### src/rtl/tlcf_pkg.sv
// Package for the text line cleanup filter.
// Holds character codes, command codes and the controller/datapath structs.
// No dependencies.
`timescale 1ns / 1ps
`default_nettype none

package tlcf_pkg;

	localparam int CHAR_W = 7;

	localparam logic [CHAR_W-1:0] CH_NUL      = 7'd0;
	localparam logic [CHAR_W-1:0] CH_NEWLINE  = 7'd10;
	localparam logic [CHAR_W-1:0] CH_SPACE    = 7'd32;
	localparam logic [CHAR_W-1:0] CH_PERCENT  = 7'd37;
	localparam logic [CHAR_W-1:0] CH_BACKTICK = 7'd96;
	localparam logic [CHAR_W-1:0] CH_TILDE    = 7'd126;

	localparam logic [1:0] PUSH_NONE = 2'd0;
	localparam logic [1:0] PUSH_HELD = 2'd1;
	localparam logic [1:0] PUSH_IN   = 2'd2;
	localparam logic [1:0] PUSH_CHQ  = 2'd3;

	localparam logic [1:0] EMIT_RD   = 2'd0;
	localparam logic [1:0] EMIT_HELD = 2'd1;
	localparam logic [1:0] EMIT_CHR  = 2'd2;
	localparam logic [1:0] EMIT_NL   = 2'd3;

	typedef struct packed {
		logic       ld_item;
		logic       clear_line;
		logic       set_comment;
		logic       clear_comment;
		logic       set_seen;
		logic       set_held;
		logic       clear_held;
		logic [1:0] push_sel;
		logic       flush_count;
		logic       flush_last;
		logic       idx_inc;
		logic       emit;
		logic [1:0] emit_sel;
	} cmd_t;

	typedef struct packed {
		logic eoi;
		logic is_backtick;
		logic is_newline;
		logic is_percent;
		logic is_space;
		logic is_printable;
		logic comment;
		logic seen;
		logic held_valid;
		logic count_nz;
		logic last_nz;
		logic flush_done;
		logic slot;
	} stat_t;

endpackage

`default_nettype wire

### src/rtl/tlcf_datapath.sv
// Datapath of the text line cleanup filter: line flags, prefix memory,
// flush index and the output register. Uses tlcf_pkg.
`timescale 1ns / 1ps
`default_nettype none

module tlcf_datapath #(
	parameter int PREFIX_DEPTH = 16
) (
	input  wire logic                   clk,
	input  wire logic                   arst_n,
	input  wire logic [6:0]             in_byte,
	input  wire logic                   in_last,
	input  wire tlcf_pkg::cmd_t         cmd,
	output tlcf_pkg::stat_t             stat,
	input  wire logic                   m_tready,
	output logic                        m_tvalid,
	output logic [6:0]                  out_byte,
	output logic                        out_last,
	output logic                        out_ovf
);

	localparam int CW = $clog2(PREFIX_DEPTH + 1);
	localparam int AW = $clog2(PREFIX_DEPTH);
	localparam logic [CW-1:0] DEPTH_C = CW'(PREFIX_DEPTH);

	logic [6:0]    mem [PREFIX_DEPTH];
	logic [CW-1:0] count_q;
	logic [CW-1:0] last_q;
	logic [CW-1:0] idx_q;
	logic [CW-1:0] lim_q;
	logic          seen_q;
	logic          held_v_q;
	logic [6:0]    held_c_q;
	logic          comment_q;
	logic          ovf_q;
	logic [6:0]    ch_q;
	logic [6:0]    rd_q;
	logic          out_valid_q;
	logic [6:0]    out_byte_q;
	logic          out_last_q;
	logic          out_ovf_q;

	logic [6:0]    push_ch;
	logic          push;
	logic          has_room;
	logic [CW-1:0] idx_next;
	logic [6:0]    emit_ch;

	always_comb begin
		case (cmd.push_sel)
			tlcf_pkg::PUSH_HELD: push_ch = held_c_q;
			tlcf_pkg::PUSH_IN:   push_ch = in_byte;
			tlcf_pkg::PUSH_CHQ:  push_ch = ch_q;
			default:             push_ch = in_byte;
		endcase
	end

	assign push     = (cmd.push_sel != tlcf_pkg::PUSH_NONE);
	assign has_room = (count_q < DEPTH_C);
	assign idx_next = idx_q + CW'(1);

	always_comb begin
		case (cmd.emit_sel)
			tlcf_pkg::EMIT_RD:   emit_ch = rd_q;
			tlcf_pkg::EMIT_HELD: emit_ch = held_c_q;
			tlcf_pkg::EMIT_CHR:  emit_ch = ch_q;
			tlcf_pkg::EMIT_NL:   emit_ch = tlcf_pkg::CH_NEWLINE;
			default:             emit_ch = tlcf_pkg::CH_NEWLINE;
		endcase
	end

	always_comb begin
		stat.eoi          = in_last || (in_byte == tlcf_pkg::CH_NUL);
		stat.is_backtick  = (in_byte == tlcf_pkg::CH_BACKTICK);
		stat.is_newline   = (in_byte == tlcf_pkg::CH_NEWLINE);
		stat.is_percent   = (in_byte == tlcf_pkg::CH_PERCENT);
		stat.is_space     = (in_byte <= tlcf_pkg::CH_SPACE);
		stat.is_printable = (in_byte <= tlcf_pkg::CH_TILDE);
		stat.comment      = comment_q;
		stat.seen         = seen_q;
		stat.held_valid   = held_v_q;
		stat.count_nz     = (count_q != '0);
		stat.last_nz      = (last_q != '0);
		stat.flush_done   = (idx_next == lim_q);
		stat.slot         = !out_valid_q || m_tready;
	end

	always_ff @(posedge clk) begin
		if (push && has_room) begin
			mem[count_q[AW-1:0]] <= push_ch;
		end
		rd_q <= mem[idx_q[AW-1:0]];
		if (cmd.ld_item) begin
			ch_q <= in_byte;
		end
		if (cmd.emit) begin
			out_byte_q <= emit_ch;
			out_last_q <= (cmd.emit_sel == tlcf_pkg::EMIT_NL);
			out_ovf_q  <= ovf_q;
		end
	end

	always_ff @(posedge clk or negedge arst_n) begin
		if (!arst_n) begin
			count_q     <= '0;
			last_q      <= '0;
			idx_q       <= '0;
			lim_q       <= '0;
			seen_q      <= 1'b0;
			held_v_q    <= 1'b0;
			held_c_q    <= '0;
			comment_q   <= 1'b0;
			ovf_q       <= 1'b0;
			out_valid_q <= 1'b0;
		end else begin
			if (cmd.emit) begin
				out_valid_q <= 1'b1;
			end else if (m_tready) begin
				out_valid_q <= 1'b0;
			end
			if (cmd.set_comment) begin
				comment_q <= 1'b1;
			end else if (cmd.clear_comment) begin
				comment_q <= 1'b0;
			end
			if (cmd.set_seen) begin
				seen_q <= 1'b1;
			end
			if (cmd.set_held) begin
				held_v_q <= 1'b1;
				held_c_q <= in_byte;
			end
			if (cmd.clear_held) begin
				held_v_q <= 1'b0;
			end
			if (push) begin
				if (has_room) begin
					count_q <= count_q + CW'(1);
					if (push_ch > tlcf_pkg::CH_SPACE) begin
						last_q <= count_q + CW'(1);
					end
				end else begin
					ovf_q <= 1'b1;
				end
			end
			if (cmd.flush_count) begin
				lim_q   <= count_q;
				idx_q   <= '0;
				count_q <= '0;
				last_q  <= '0;
			end
			if (cmd.flush_last) begin
				lim_q <= last_q;
				idx_q <= '0;
			end
			if (cmd.idx_inc) begin
				idx_q <= idx_next;
			end
			if (cmd.clear_line) begin
				count_q  <= '0;
				last_q   <= '0;
				seen_q   <= 1'b0;
				held_v_q <= 1'b0;
				held_c_q <= '0;
				ovf_q    <= 1'b0;
			end
		end
	end

	assign m_tvalid = out_valid_q;
	assign out_byte = out_byte_q;
	assign out_last = out_last_q;
	assign out_ovf  = out_ovf_q;

endmodule

`default_nettype wire

### src/rtl/tlcf_controller.sv
// Controller of the text line cleanup filter: decodes each accepted item
// and sequences prefix flush and result emission. Uses tlcf_pkg.
`timescale 1ns / 1ps
`default_nettype none

module tlcf_controller (
	input  wire logic            clk,
	input  wire logic            arst_n,
	input  wire logic            s_tvalid,
	output logic                 s_tready,
	input  wire tlcf_pkg::stat_t stat,
	output tlcf_pkg::cmd_t       cmd
);

	localparam logic [2:0] ST_IDLE = 3'd0;
	localparam logic [2:0] ST_RD   = 3'd1;
	localparam logic [2:0] ST_FL   = 3'd2;
	localparam logic [2:0] ST_HELD = 3'd3;
	localparam logic [2:0] ST_CHR  = 3'd4;
	localparam logic [2:0] ST_NL   = 3'd5;
	localparam logic [2:0] ST_PUSH = 3'd6;

	logic [2:0] state_q;
	logic [2:0] state_d;
	logic       eoi_flush_q;
	logic       eoi_flush_d;
	logic [2:0] after_chr;

	assign s_tready  = (state_q == ST_IDLE);
	assign after_chr = stat.held_valid ? ST_HELD : ST_CHR;

	always_comb begin
		cmd         = '0;
		state_d     = state_q;
		eoi_flush_d = eoi_flush_q;
		case (state_q)
			ST_IDLE: begin
				if (s_tvalid) begin
					if (stat.eoi) begin
						cmd.clear_comment = 1'b1;
						if (!stat.comment && !stat.seen && stat.last_nz) begin
							cmd.flush_last = 1'b1;
							eoi_flush_d    = 1'b1;
							state_d        = ST_RD;
						end else begin
							state_d = ST_NL;
						end
					end else if (stat.comment) begin
						cmd.clear_comment = stat.is_newline;
					end else if (stat.is_backtick) begin
						state_d = ST_IDLE;
					end else if (stat.is_newline || stat.is_percent) begin
						cmd.set_comment = stat.is_percent;
						if (stat.seen) begin
							state_d = ST_NL;
						end else begin
							cmd.clear_line = 1'b1;
						end
					end else if (stat.is_space) begin
						cmd.set_held = !stat.held_valid;
					end else if (stat.is_printable) begin
						cmd.ld_item = 1'b1;
						if (!stat.seen) begin
							cmd.set_seen = 1'b1;
							if (stat.count_nz) begin
								cmd.flush_count = 1'b1;
								eoi_flush_d     = 1'b0;
								state_d         = ST_RD;
							end else begin
								state_d = after_chr;
							end
						end else begin
							state_d = after_chr;
						end
					end else if (stat.seen) begin
						cmd.ld_item = 1'b1;
						state_d     = after_chr;
					end else if (stat.held_valid) begin
						cmd.push_sel   = tlcf_pkg::PUSH_HELD;
						cmd.clear_held = 1'b1;
						cmd.ld_item    = 1'b1;
						state_d        = ST_PUSH;
					end else begin
						cmd.push_sel = tlcf_pkg::PUSH_IN;
					end
				end
			end
			ST_PUSH: begin
				cmd.push_sel = tlcf_pkg::PUSH_CHQ;
				state_d      = ST_IDLE;
			end
			ST_RD: begin
				state_d = ST_FL;
			end
			ST_FL: begin
				if (stat.slot) begin
					cmd.emit     = 1'b1;
					cmd.emit_sel = tlcf_pkg::EMIT_RD;
					cmd.idx_inc  = 1'b1;
					if (!stat.flush_done) begin
						state_d = ST_RD;
					end else if (eoi_flush_q) begin
						state_d = ST_NL;
					end else begin
						state_d = after_chr;
					end
				end
			end
			ST_HELD: begin
				if (stat.slot) begin
					cmd.emit       = 1'b1;
					cmd.emit_sel   = tlcf_pkg::EMIT_HELD;
					cmd.clear_held = 1'b1;
					state_d        = ST_CHR;
				end
			end
			ST_CHR: begin
				if (stat.slot) begin
					cmd.emit     = 1'b1;
					cmd.emit_sel = tlcf_pkg::EMIT_CHR;
					state_d      = ST_IDLE;
				end
			end
			ST_NL: begin
				if (stat.slot) begin
					cmd.emit       = 1'b1;
					cmd.emit_sel   = tlcf_pkg::EMIT_NL;
					cmd.clear_line = 1'b1;
					state_d        = ST_IDLE;
				end
			end
			default: begin
				state_d = ST_IDLE;
			end
		endcase
	end

	always_ff @(posedge clk or negedge arst_n) begin
		if (!arst_n) begin
			state_q     <= ST_IDLE;
			eoi_flush_q <= 1'b0;
		end else begin
			state_q     <= state_d;
			eoi_flush_q <= eoi_flush_d;
		end
	end

endmodule

`default_nettype wire

### src/rtl/text_line_cleanup_filter.sv
// Top level of the text line cleanup filter.
// Instantiates tlcf_controller and tlcf_datapath; uses tlcf_pkg.
//
// The slave channel takes one character item per handshake: s_tdata[6:0]
// is the character, s_tlast marks end of input (a zero character does too).
// The master channel gives cleaned characters; m_tlast marks the newline
// that closes an output line and m_tuser flags dropped prefix characters.
// An item that gives no result leaves s_tready high, except a byte 127
// that follows a held whitespace before the first printable: it makes two
// store writes, the second from the ST_PUSH state, with s_tready low.
// An item that gives results holds s_tready low while they are loaded
// into the output register, one per cycle when the receiver keeps m_tready
// high, apart from a prefix store flush. A first printable after stored
// characters flushes them before its own results. The flush passes
// through ST_RD and ST_FL for every stored character, since every entry
// is read from the store memory and registered before it goes out.
// Reset clears all line state and the output valid flag; the store needs
// no clearing pass. When the receiver stalls, the result waits in the
// output register and a further item is still taken if it gives no result.
`timescale 1ns / 1ps
`default_nettype none

module text_line_cleanup_filter #(
	parameter int PREFIX_DEPTH = 16
) (
	input  wire logic       clk,
	input  wire logic       arst_n,
	input  wire logic       s_tvalid,
	output logic            s_tready,
	input  wire logic [7:0] s_tdata,  // in_byte[6:0], zero[7]
	input  wire logic       s_tlast,  // end_of_input
	output logic            m_tvalid,
	input  wire logic       m_tready,
	output logic [7:0]      m_tdata,  // out_byte[6:0], zero[7]
	output logic            m_tlast,  // line_end
	output logic [0:0]      m_tuser   // prefix_overflow[0]
);

	tlcf_pkg::cmd_t  cmd;
	tlcf_pkg::stat_t stat;
	logic [6:0]      out_byte;
	logic            out_ovf;

	tlcf_controller u_ctrl (
		.clk      (clk),
		.arst_n   (arst_n),
		.s_tvalid (s_tvalid),
		.s_tready (s_tready),
		.stat     (stat),
		.cmd      (cmd)
	);

	tlcf_datapath #(
		.PREFIX_DEPTH (PREFIX_DEPTH)
	) u_dp (
		.clk      (clk),
		.arst_n   (arst_n),
		.in_byte  (s_tdata[6:0]),
		.in_last  (s_tlast),
		.cmd      (cmd),
		.stat     (stat),
		.m_tready (m_tready),
		.m_tvalid (m_tvalid),
		.out_byte (out_byte),
		.out_last (m_tlast),
		.out_ovf  (out_ovf)
	);

	assign m_tdata = {1'b0, out_byte};
	assign m_tuser = out_ovf;

endmodule

`default_nettype wire

### config.mk
export PLATFORM = sky130hd
export DESIGN_NAME = text_line_cleanup_filter
export DESIGN_NICKNAME = d
export VERILOG_FILES = /design/src/rtl/tlcf_pkg.sv /design/src/rtl/tlcf_datapath.sv /design/src/rtl/tlcf_controller.sv /design/src/rtl/text_line_cleanup_filter.sv
export SDC_FILE = /design/constraint.sdc
export NUM_CORES = 1
export LEC_CHECK = 0
export BUFFER_PORTS_ARGS = -buffer_cell sky130_fd_sc_hd__buf_4
export CORE_AREA = 2 2 121 111
export DETAILED_ROUTE_END_ITERATION = 6
export DIE_AREA = 0 0 123 113
export PLACE_DENSITY = 0.84
export REMOVE_ABC_BUFFERS = 1
export SETUP_SLACK_MARGIN = 0.3
export SYNTH_ARGS = -nofsm -noshare
export SYNTH_HDL_FRONTEND = slang
export SYNTH_HIERARCHICAL = 1
export SYNTH_SLANG_ARGS = --single-unit
### constraint.sdc
create_clock -name clk -period 8.6 [get_ports clk]
set_input_delay 0.43 -clock clk [delete_from_list [all_inputs] [get_ports clk]]
set_output_delay 0.43 -clock clk [all_outputs]
set_load 0.1 [all_outputs]
Yosys cells after proc, flatten, opt, wreduce, memory -nomap -nowiden
Memory sizes are Yosys's and may differ from the RTL's. A register that Yosys moved wholly into a read port is not among the register bits.
Index checks and enable logic that the tools add are counted.
Cells by class
  $add $sub $neg: 2
  magnitude comparators: 4
  eq/ne operators: 30
  muxes and demuxes: 103
  reduce and logical (&&, ||, !) cells: 35
Operator list (number)
  3-bit two-way mux: 27
  5-bit two-way mux: 14
  1-bit two-way mux: 42
  7-bit one-hot mux with 4 select lines: 1
  6-bit two-way mux: 4
  2-bit nonzero test: 9
  3-bit one-hot mux with 5 select lines: 1
  3-bit nonzero test: 5
  7-bit two-way mux: 2
  2-bit != test, second input constant: 7
  7-bit one-hot mux with 2 select lines: 1
  4-bit two-way mux: 3
  3-bit one-hot mux with 4 select lines: 1
  11-bit two-way mux: 1
  5-bit by 1-bit adder with 5-bit output, second input constant: 2
  10-bit AND reduction: 1
  5-bit nonzero test: 2
  3-bit equality test, second input constant: 3
  2-bit by 1-bit != test with 1-bit output, second input constant: 4
  8-bit AND reduction: 1
  7-bit by 4-bit equality test with 1-bit output, second input constant: 1
  7-bit by 6-bit equality test with 1-bit output, second input constant: 1
  7-bit equality test, second input constant: 1
  7-bit by 6-bit > comparator with 1-bit output, second input constant: 1
  24 further kinds: 39
Storage, ports and cells
  register bits: 52
  RAM bits: 112
  bits of input ports: 13
  output and inout bits: 12
  word-level logic and storage cells: 191
  memories: 1
Memory list
  u_dp.mem: depth 16, bits a word 7, read ports 1, clocked after memory_dff 1, wr ports 1, line tlcf_datapath.sv:26  | logic [6:0] mem [PREFIX_DEPTH];

Logic depth before layout (Yosys ltp)
  depth in word-level cells: 19
  gate-level depth with buffers: 15
  gate-level depth less buffers: 13

Modules after synthesis
Netlist, hierarchy kept.
Modules (own cells, without submodules)
  tlcf_datapath: times used 1, cells an instance 455, area an instance 7073.0 um^2, seq. area each 4784.6 um^2
  tlcf_controller: times used 1, cells an instance 85, area an instance 604.3 um^2, seq. area each 100.1 um^2
  text_line_cleanup_filter: times used 1, cells an instance 2, area an instance 11.3 um^2, seq. area each 0.0 um^2

Worst setup path before layout
OpenSTA, ideal clock, no wires.
  path kind: register to register
  start point: register u_ctrl.state_q[2]
  end point: memory u_dp.mem[3][0] (enable)
  setup time: 0.380 ns
  arrival: 3.857 ns
  required time: 8.220 ns
  setup slack: 4.363 ns
  cell stages (with the launch flop): 13
  buffers on the path: 3
  period minus slack after synthesis: 4.237 ns
  cells stage by stage: dfrtp_1 -> buf_6 -> nor3_4 -> nand3_2 -> or4_4 -> or4_4 -> nand2_1 -> buf_4 -> buf_2 -> nor2_1 -> nor2_4 -> nand2_1 -> nor3_1
RTL lines
  start: declaration: line tlcf_controller.sv:23  | logic [2:0] state_q;
  start signal: assignment: line tlcf_controller.sv:143  | state_q <= state_d;
  end: declaration: line tlcf_datapath.sv:26

==> out/qor.yml <==
r2r_end: "u_dp/mem[3][1]"
crit_fanout: 18
sw_frac_of_total_pct: 35.0
gr-total-overflow: 0
rr_worst_depth: 9
pwr-share-clk_pct: 28.4
netlist_area_um2: 7690
power.density_nw_per_um2: 311
cp-end-kind: "register"
synth_seq_cells: 171
core_area_um2: 12600
fin_area_um2: 8540
cts_tree: "done"
die-area_um2: 13900
fin_crit_ps: 4310
antenna_cells: 0
p_int_mw: 1.72
start_util_pct: 61.1
maxCapViolCount: 0
drv_slew: 0
hpwlAfterDp_um: 10500
synth-simple-area-share_pct: 10.3
clock_sinks: 171
period_share_pct: 50.2
worstPathCellList: "nor3_4 > nand3_2 > or4_4 > or4_4 > nand2_1 > nor2_1 > nor2_4 > nand2_1 > nor3_1"
fill_cells: 822
final-setup-viol-count: 0
hold_path_end: "u_dp/ch_q[1]"
reg2reg_slack_ps: 4290
synth_enable_flop_cells: 128
antenna_left: 0
ir_drop_mv: 0.190
clkTransAtPathRegs_ps: 70
drt_pass1_iterations: 4
grt_max_degree: 37
synth_cell_type_count: 64
drive_above_1_share_pct: 20.1
max_freq_ghz: 0.232
hp-start: "s_tdata[1]"
cts_setup_buffers: 0
synth-xor-area-share_pct: 1.37
rsz0062_at_grt: "no"
placed_cells: 703
die_w_um: 123
first_iter_violations: 451
synthMuxAreaShare_pct: 13.1
synth_ff_type: "edfxtp_1"
pwr-share-comb_pct: 28.3
slew_headroom_pct: 15.0
port_buffers: 22
crit_buf_inv: 0
cts-root-buf: "clkbuf_16"
grt_first_pass_wirelength_um: 25700
power.total_mw: 2.65
dieHeight_um: 113
num_io_pins: 25
synthAdderAreaFrac_pct: 1.30
arrival_ps: 4360
tightest_slew_ps: 1280
worst_ep_required_time_ps: 8650
synth_top_family_by_area: "multiplexers"
crit_family: "simple AND/OR/NAND/NOR gates"
p_leak_nw: 2.96
max_stage_delay_ps: 870
clockBufferDepth: 2
final_util_pct: 67.8
track_usage_pct: 25.3
core.rowCount: 39
nets: 580
worstSkewPairLatency_ps: 430
place_congestion: 0.870
status: "finished, final reports clean"
ys_async_sr_fraction_pct: 21.1
wl_per_cell_um: 22.2
fin_skew_ps: 8.82
layoutNonFillerInstCount: 736
timing_worst_setup_path_type: "register to register"
startpoint_type: "register"
grt_antenna_before_repair: 0
fin_setup_tns_ps: 0
synthToLayoutAreaGrowth_pct: 11.0
placed_area_um2: 7950
synth-compound-area-share_pct: 7.37
yosys_warnings: 6
finalHoldViolations: 0
vias_per_cell: 6.31
min_path_type: "input port to register"
wl_um: 16300
avgSynthCellArea_um2: 14.2
ys_seq_area_share_pct: 63.5
synthCells: 542
holdPathStages: 1
power_frac_seq_pct: 43.3
grt_pass1_vias: 4662
drc: 0
htreeDepth: 4
power.switching_mw: 0.927
cts_buffers: 17
r2r_start: "u_ctrl/state_q[2]"
crit_slowest_cell: "nor3_1"
num_vias: 4646
## state kept, by name, indices dropped and copies added (netlist names), 3 cells and up
| signal | cells |
|---|---|
| u_dp/mem | 112 |
| u_dp/ch_q | 7 |
| u_dp/held_c_q | 7 |
| u_dp/out_byte | 7 |
| u_dp/rd_q | 7 |
| u_dp/count_q | 5 |
| u_dp/idx_q | 5 |
| u_dp/last_q | 5 |
| u_dp/lim_q | 5 |
| u_ctrl/state_q | 3 |
## what timing repair did
action	4_1_cts	5_1_grt
gates resized for setup	0	0
hold endpoints to repair	36	0
hold buffers	1	0
setup endpoints to repair	0	0
## metal layers
layer	track usage (%)	share of wire, %	wire length, um
met5	0	0	0
met4	8.94	2.2	361
met3	6.60	7.3	1200
met2	39.4	49	8020
met1	34.9	41	6760
## cell usage after synthesis, drive strengths merged, types with 2 or more instances
master | number | area share [%]
o41ai | 2 | 0.23
a21oi | 28 | 2.0
clkbuf | 14 | 0.68
xnor2 | 5 | 0.57
mux4 | 28 | 8.2
nor3b | 2 | 0.26
o21ai | 21 | 1.4
a211oi | 16 | 1.8
mux2 | 3 | 0.44
or2 | 2 | 0.16
nor2b | 13 | 1.1
nor4 | 4 | 0.52
a211o | 3 | 0.36
and4 | 2 | 0.23
nor3 | 12 | 0.93
buf | 17 | 1.5
ha | 8 | 1.3
nand3 | 11 | 0.78
dfrtp | 36 | 12
edfxtp | 128 | 50
nand2 | 29 | 1.4
xor2 | 7 | 0.80
inv | 16 | 0.78
nor2 | 54 | 2.8
and2 | 4 | 0.33
or4 | 2 | 0.29
mux2i | 34 | 4.4
dfxtp | 7 | 1.8
nand4 | 6 | 0.49
a21o | 4 | 0.41
nand2b | 6 | 0.49
## final cells by class
type | count | area, um^2 | area share, %
clock buffer | 17 | 425 | 4.98
clock inverter | 15 | 158 | 1.85
inverter | 16 | 60.1 | 0.703
multi-input combinational | 324 | 2580 | 30.3
sequential | 171 | 4890 | 57.2
tap | 164 | 205 | 2.40
timing repair buffer | 29 | 220 | 2.58
## stage by stage
| stage | setup slack (ps) | hold WS, ps |
|---|---|---|
| 5_1_grt | 4070 | 214 |
| 3_5_place_dp | 4000 | 421 |
| 2_1_floorplan | 3630 | 134 |
| 3_3_place_gp | 4100 | 417 |
| 4_1_cts | 4310 | 213 |
| 6_report | 4290 | 233 |
## cells by family after synthesis
group           count (synthesis)
flops                         171
simple gates                  153
compound gates                 85
mux                            65
buf+inv                        47
xor+xnor                       12
fa+ha+maj                       8
other cells                     1
## power by group through the flow
stage               clock [mW]  sequential, mW  combinational [mW]
floorplan                    0            1.22               0.464
global placement             0            1.16               0.709
finish                   0.752            1.15               0.751
detailed placement           0            1.17               0.735
CTS                      0.762            1.15               0.743
global route             0.795            1.17               0.802
## layout by cell type (no fill, tap or decap), types with 3 or more instances in the layout
master | synthesis | final
clkinvlp_4 | 0 | 4
clkbuf_16 | 0 | 17
and2_1 | 4 | 4
inv_6 | 0 | 5
a21oi_1 | 24 | 24
dfrtp_1 | 36 | 35
nand2b_1 | 6 | 6
mux4_2 | 28 | 28
a211oi_2 | 3 | 3
buf_4 | 6 | 28
ha_1 | 8 | 8
xor2_1 | 7 | 7
nand4_1 | 6 | 6
nand2_1 | 29 | 29
mux2i_1 | 34 | 34
nor2b_1 | 13 | 13
nor4_1 | 3 | 3
inv_8 | 0 | 4
mux2_2 | 3 | 3
o21ai_0 | 20 | 20
a21oi_2 | 4 | 4
nor3_1 | 11 | 11
a211oi_1 | 13 | 13
a21o_1 | 3 | 3
dfxtp_1 | 7 | 7
nor2_1 | 52 | 52
inv_1 | 15 | 15
edfxtp_1 | 128 | 128
xnor2_1 | 5 | 5
nand3_1 | 10 | 10
## worst max path at each step
| stage | startpoint | to | slack (ps) | depth (start not counted) |
|---|---|---|---|---|
| after floorplan | u_ctrl/state_q[2] | u_dp/last_q[2] | 3630 | 9 |
| after global placement | s_tdata[5] | u_dp/mem[3][3] | 4100 | 12 |
| after detailed placement | s_tdata[5] | u_dp/mem[3][6] | 4000 | 12 |
| after global routing | u_ctrl/state_q[2] | u_dp/mem[3][2] | 4070 | 9 |
| final | u_ctrl/state_q[2] | u_dp/mem[3][1] | 4290 | 9 |
| after CTS | u_ctrl/state_q[2] | u_dp/mem[2][2] | 4310 | 9 |
Power figures use the tool's default switching activity.
